### src/rtl/npcs_pkg.sv
package npcs_pkg;

	// palette geometry
	localparam int PAL_ENTRIES = 256;
	localparam int PAL_AW      = $clog2(PAL_ENTRIES);

	// colour component and distance widths
	localparam int COMP_W = 8;
	localparam int SQ_W   = 2 * COMP_W;
	localparam int DIST_W = SQ_W + 3;

	// start value of the running best, above every real distance
	localparam logic [DIST_W-1:0] WORST_DIST = DIST_W'(256 * 256 * 4);

	// item operation codes
	localparam logic OP_LOAD  = 1'b0;
	localparam logic OP_QUERY = 1'b1;

	typedef logic [3*COMP_W-1:0] rgb_t;

	typedef enum logic [1:0] {
		ST_IDLE,
		ST_SCAN,
		ST_DRAIN
	} state_t;

	// tag that travels with each palette read through the pipeline
	typedef struct packed {
		logic              valid;
		logic              last;
		logic [PAL_AW-1:0] idx;
	} tag_t;

endpackage

### src/rtl/npcs_sqdist.sv
module npcs_sqdist (
	input  logic                      clk,
	input  logic                      arst_n,
	input  npcs_pkg::rgb_t            target,
	input  npcs_pkg::rgb_t            entry,
	input  npcs_pkg::tag_t            tag_s1,
	output logic [npcs_pkg::SQ_W-1:0] sq_r_s2,
	output logic [npcs_pkg::SQ_W-1:0] sq_g_s2,
	output logic [npcs_pkg::SQ_W-1:0] sq_b_s2,
	output npcs_pkg::tag_t            tag_s2
);
	import npcs_pkg::*;

	logic [COMP_W-1:0] d_r, d_g, d_b;

	function automatic logic [COMP_W-1:0] abs_diff(input logic [COMP_W-1:0] a,
	                                               input logic [COMP_W-1:0] b);
		return (a > b) ? (a - b) : (b - a);
	endfunction

	// per-component absolute differences
	always_comb begin
		d_r = abs_diff(target[3*COMP_W-1:2*COMP_W], entry[3*COMP_W-1:2*COMP_W]);
		d_g = abs_diff(target[2*COMP_W-1:COMP_W], entry[2*COMP_W-1:COMP_W]);
		d_b = abs_diff(target[COMP_W-1:0], entry[COMP_W-1:0]);
	end

	// squares, registered
	always_ff @(posedge clk) begin
		sq_r_s2 <= SQ_W'(d_r * d_r);
		sq_g_s2 <= SQ_W'(d_g * d_g);
		sq_b_s2 <= SQ_W'(d_b * d_b);
	end

	// tag follows the squares
	always_ff @(posedge clk or negedge arst_n) begin
		if (!arst_n) begin
			tag_s2 <= '0;
		end else begin
			tag_s2 <= tag_s1;
		end
	end

endmodule

### config.mk
export PLATFORM = sky130hd
export DESIGN_NAME = npcs_sqdist
export DESIGN_NICKNAME = d
export VERILOG_FILES = /design/src/rtl/npcs_pkg.sv /design/src/rtl/npcs_sqdist.sv
export SDC_FILE = /design/constraint.sdc
export NUM_CORES = 1
export LEC_CHECK = 0
export BUFFER_PORTS_ARGS = -buffer_cell sky130_fd_sc_hd__buf_2
export CAP_MARGIN = 10
export CORE_MARGIN = 2
export CORE_UTILIZATION = 45
export CTS_CLUSTER_SIZE = 14
export DETAILED_ROUTE_END_ITERATION = 8
export PLACE_DENSITY = 0.65
export SETUP_SLACK_MARGIN = 0.5
export SLEW_MARGIN = 15
export SYNTH_ARGS = -nofsm -noshare
export SYNTH_HDL_FRONTEND = slang
export SYNTH_SLANG_ARGS = --single-unit
### constraint.sdc
create_clock -name clk -period 0.8 [get_ports clk]
set_input_delay 0.12 -clock clk [delete_from_list [all_inputs] [get_ports clk]]
set_output_delay 0.12 -clock clk [all_outputs]
set_load 0.01 [all_outputs]
# [Word-level counts from Yosys, hierarchy flattened]
# Index checks and enable logic that the tools add are counted.
# W data, S select, Z words.
[totals] mem_bits_rw=0 rom_bits=0 n_memories=0 output_inout_bits=58 in_bits=60 latch_bits=0 regBits=58 word_cells=21
[op_classes] magnitude_cmp=3 bitwise_logic=0 n_mul=3 shift=0 reduce_logical=0 eq_ne=0 div=0 addsub=6 muxes=3
[op_table] operator="$mul A8 B8 Y16" count=3
[op_table] operator="$sub A8 B8 Y8" count=6
[op_table] operator="$gt A8 B8 Y1" count=3
[op_table] operator="$mux W8" count=3

# [Logic depth before layout (Yosys ltp)]
[depth] ltp_word=3 mapped_depth=28 mapped_depth_nobuf=28

# [Least setup slack after synthesis]
# No wires, ideal clock.
[synth_path] kind="input port to flip-flop" start="in target[8]" end="reg sq_g_s2[14] in the netlist's numbering" arrival_time_ns=5.930 cell_stages=24 required_ns=0.728 path_slack_ns=-5.202 path_cell_list="inv_1 -> ha_1 -> inv_1 -> fa_1 -> a211oi_1 -> nor3_2 -> o21ai_4 -> mux2i_1 -> xor2_2 -> or2_2 -> inv_1 -> fa_1 -> fa_1 -> inv_1 -> fa_1 -> fa_1 -> inv_1 -> ha_1 -> a21o_1 -> a221o_1 -> a311oi_1 -> o21bai_1 -> a21oi_1 -> xnor2_1"
[synth_via] elab_chain_len=3
[synth_lines] element="start, declared" line_no="npcs_sqdist.sv:4" rtl="input npcs_pkg::rgb_t target,"
[synth_lines] element="$sub A8 B8 Y8 or $gt A8 B8 Y1 (tied branches)" line_no="npcs_sqdist.sv:18" rtl="return (a > b) ? (a - b) : (b - a);"
[synth_lines] element="$mux W8 *" line_no="npcs_sqdist.sv:18"
[synth_lines] element="$mul A8 B8 Y16 *" line_no="npcs_sqdist.sv:31" rtl="sq_g_s2 <= SQ_W'(d_g * d_g);"
[synth_lines] element="end signal, assigned" line_no="npcs_sqdist.sv:31"
[synth_lines] element="end, declared" line_no="npcs_sqdist.sv:8" rtl="output logic [npcs_pkg::SQ_W-1:0] sq_g_s2,"
# Mark *: on every way between the ends. The rest lies on a longest branch, timed or not.

# [Final worst setup path]
# Ends and elaborated chain as after synthesis.

==> summary by stage <==
Cells and area
After the last flow step, the layout net total stands at 1634. The share of final-layout standard cells stronger than drive strength 1 is 0.5304. The area overhead of the layout relative to synthesis is 62.09%. The filler cells instantiated in the layout total 1237.

The area of all placed cells without fillers is 13560 um^2. The area taken by flip-flops and latches is 1209 um^2. Once layout is complete, the utilization of the core stands at 0.7496. 0 antenna diodes ended up in the layout. Summing all multi-input logic gate instances after layout gives 7559 um^2.

Global routing
The via count of the first global-routing pass is 8196. The initial antenna violation count was 0. Entering global routing, the biggest net connects 17 pins.

The combined global-route utilization of all metal layers is 0.2229. The first global-routing pass estimated 36390 um of wire. The total overflow left after global routing is 0.

Floorplanning
The cell row count is 49. 118 I/O pins were placed. For this configuration, the core starts out at a cell density of 0.4625.

The floorplan step defined a core boundary enclosing 18090 um^2. The die footprint is 19690 um^2. The die outline height is 140.3 um. The chip width is 140.3 um.

Placement
Routability-driven placement finished with a final weighted congestion of 0.8853. The estimated wirelength of the detail-placed design is 17320 um. The cell area reported after detailed placement is 11740 um^2. Buffers placed on the I/O ports in this run total 114.

Synth
Of the total synthesized cell area, the portion taken by AND, OR, NAND and NOR gates is 0.1315. The post-synthesis compound-gate area fraction is 0.1494. By area, the combinational part of the netlist is dominated by adder cells. The adder-cell area share of the yosys netlist is 0.3880. The fraction of synthesized area in multiplexers is 0.02109. The post-synthesis area per instance is 8.870 um^2. The portion of the post-synthesis area used by sequential elements is 0.1376.

The proportion of synthesized flip-flops having asynchronous set or reset is 0.1818. The number of synthesized flops with an enable pin is 0. The flop and latch count out of synthesis is 55. For this run, the number of Yosys warnings is 0.

Of the total synthesized cell area, the portion taken by XOR and XNOR cells is 0.07225. For this run, the leading register cell type out of synthesis is sky130_fd_sc_hd__dfxtp_1. In this run the cell area of the synthesized design comes to 8364 um^2. The number of instances in the synthesized netlist is 943.

The number of library cell types mapped by synthesis is 81.

Worst hold path
The worst hold path belongs to the class input pin to asynchronous set/reset pin.

Timing
The worst setup slack after layout is -4.708 ns. The pin slew with the least headroom to its limit is 0.5006 ns. The number of pins exceeding their max-slew limit in the final report is 0. Based on the critical path, the design can be clocked at up to 0.1816 GHz. The final critical-path required period is 5.508 ns. The worst pin sits at a relative slew slack of 0.6627.

The worst hold margin is -0.3405 ns. Setup violations remaining at the end of the flow were counted as 97. The hold violation total from the final report was 20. Dividing the final minimum period by the clock period gives 6.885. The setup TNS is -159.88 ns.

Setup repair after global routing could not meet its margin everywhere.

Route
The number of search-and-repair iterations in the first detailed-routing pass is 4. The number of vias per cell is 4.896. The detailed router placed 7795 vias in this run. The sum of routed wire length over all layers is 22230 um. The per-cell routed wire length is 13.96 um.

For this block, the initial DRC count from the detailed router was 226. The detail route stage leaves a number of antenna-violating nets equal to 0. For this run, design rule violations remaining after detail routing come to 0.

Worst setup path
The kind of end point of the critical path is a flip-flop. The largest fanout of any net on the critical path is 6. The data arrival time of the worst path is 5.74 ns. By startpoint and endpoint, the worst setup path is classified as input pin to flip-flop.

The worst setup path is launched from an input pin. The required time at the endpoint of the critical path is 1.03 ns. The critical path starts at target[8].

Clocking
The clock tree root buffer cell is sky130_fd_sc_hd__clkbuf_16. Clock-pin slew was measured on the worst setup and hold paths at 0.08 ns. Counting every sink on the clock net gives 55.

In this run the deepest clock path goes through 2 buffers. The H-tree generated during clock tree synthesis spans 2 levels. Counting the buffers created by CTS gives 5.

The TritonCTS clock tree is done.

Status
The checks that failed: negative hold slack, negative setup slack. The run finished, with violations left.

Flow run
The max-cap check violation count is 0.
==> logic make-up (layout without fill, tap and decap cells) <==
kind of cell	after synthesis	count (layout)
simple gates	214	214
fa+ha+maj	212	212
buf+inv	206	624
compound gates	176	176
xor+xnor	63	63
flops	55	55
mux	16	16
other cells	1	3
==> cell type report <==
| type | count | share of cell area |
|---|---|---|
| Multi-Input combinational cell | 684 | 0.5575 |
| Timing Repair Buffer | 432 | 0.2664 |
| Sequential cell | 55 | 0.08915 |
| Inverter | 184 | 0.05537 |
| Tap cell | 229 | 0.02113 |
| Clock buffer | 6 | 0.009505 |
| Clock inverter | 2 | 0.0009228 |
==> worst max path at each step <==
stage	end	slack [ns]	cells past startpoint
3_3_place_gp	sq_g_s2[15]	-5.00	28
3_5_place_dp	sq_g_s2[14]	-5.06	26
6_report	sq_g_s2[14]	-4.71	28
4_1_cts	sq_g_s2[14]	-4.64	28
2_1_floorplan	sq_g_s2[14]	-4.70	25
5_1_grt	sq_g_s2[14]	-4.95	28
==> critical path, stage by stage <==
cell                       delay [ns]
sky130_fd_sc_hd__buf_12          0.11
sky130_fd_sc_hd__inv_12          0.04
sky130_fd_sc_hd__ha_4            0.12
sky130_fd_sc_hd__inv_2           0.04
sky130_fd_sc_hd__fa_2            0.39
sky130_fd_sc_hd__a211oi_2        0.24
sky130_fd_sc_hd__nor3_2          0.09
sky130_fd_sc_hd__o21ai_4         0.15
sky130_fd_sc_hd__buf_12          0.15
sky130_fd_sc_hd__buf_8           0.12
sky130_fd_sc_hd__o211a_1         0.16
sky130_fd_sc_hd__o21a_1          0.18
sky130_fd_sc_hd__nor2_4          0.06
sky130_fd_sc_hd__or2_1           0.24
sky130_fd_sc_hd__fa_1            0.49
sky130_fd_sc_hd__inv_2           0.05
sky130_fd_sc_hd__fa_1            0.46
sky130_fd_sc_hd__fa_1            0.53
sky130_fd_sc_hd__inv_2           0.05
sky130_fd_sc_hd__fa_1            0.56
sky130_fd_sc_hd__inv_2           0.05
sky130_fd_sc_hd__ha_4            0.22
sky130_fd_sc_hd__and2_4          0.15
sky130_fd_sc_hd__a221o_1         0.33
sky130_fd_sc_hd__a311oi_2        0.22
sky130_fd_sc_hd__o21bai_1        0.09
sky130_fd_sc_hd__a21oi_1         0.18
sky130_fd_sc_hd__xnor2_1         0.15
==> cell usage in the layout (no fill, tap or decap), drive strengths merged, types with 12 or more instances in the layout <==
cell type  Yosys  final
a21oi         50     50
nand2b        19     19
nand2         27     27
ha           133    133
o21ai         30     30
inv          184    182
a21o          23     23
a211oi        12     12
buf           17    432
o21a          14     14
nor3          15     15
mux2i         16     16
dfxtp         45     45
or2           18     18
nor2          89     89
xnor2         44     44
xor2          19     19
fa            79     79
==> sequential cells by signal (all words and copies together) (netlist names) <==
signal and flops:
sq_b_s2 15, tag_s2 10, sq_g_s2 15, sq_r_s2 15
==> what timing repair did <==
item                                    in CTS  in global routing
resized for setup                          191                 72
endpoints found under the hold margin       20                 20
pin swaps                                   94                 64
setup buffers                               44                 16
endpoints found under the setup margin     100                100
==> per-stage QoR <==
step | cells | setup WS, ns
global route | 1592 | -4.950
floorplan | 945 | -4.704
CTS | 1576 | -4.643
finish | 1592 | -4.708
global placement | 1524 | -5.004
detailed placement | 1524 | -5.060
==> synth_stat cells, drive strengths merged, types with 4 or more instances <==
library cell / number / area share
a2111o: 4 / 0.0054
a211o: 4 / 0.0042
a211oi: 12 / 0.012
a21o: 23 / 0.021
a21oi: 50 / 0.030
and2: 7 / 0.0052
and3: 4 / 0.0036
buf: 17 / 0.015
clkbuf: 5 / 0.0024
dfrtp: 10 / 0.030
dfxtp: 45 / 0.11
fa: 79 / 0.19
ha: 133 / 0.20
inv: 184 / 0.083
mux2i: 16 / 0.021
nand2: 27 / 0.012
nand2b: 19 / 0.014
nand3: 9 / 0.0066
nand4: 9 / 0.0075
nor2: 89 / 0.042
nor2b: 8 / 0.0060
nor3: 15 / 0.011
o21a: 14 / 0.013
o21ai: 30 / 0.019
o21bai: 10 / 0.010
or2: 18 / 0.013
xnor2: 44 / 0.050
xor2: 19 / 0.023
==> layer usage <==
metal / part of all wire / up-vias / track usage
li1: - / 3897 / -
met1: 0.41 / 3733 / 0.2603
met2: 0.54 / 128 / 0.4311
met3: 0.029 / 37 / 0.02530
met4: 0.023 / 0 / 0.05635
met5: 0 / - / 0
Power is left out: the tool's default activity adds up to more than one toggle a clock period on the data nets, which glitch-free logic cannot reach.
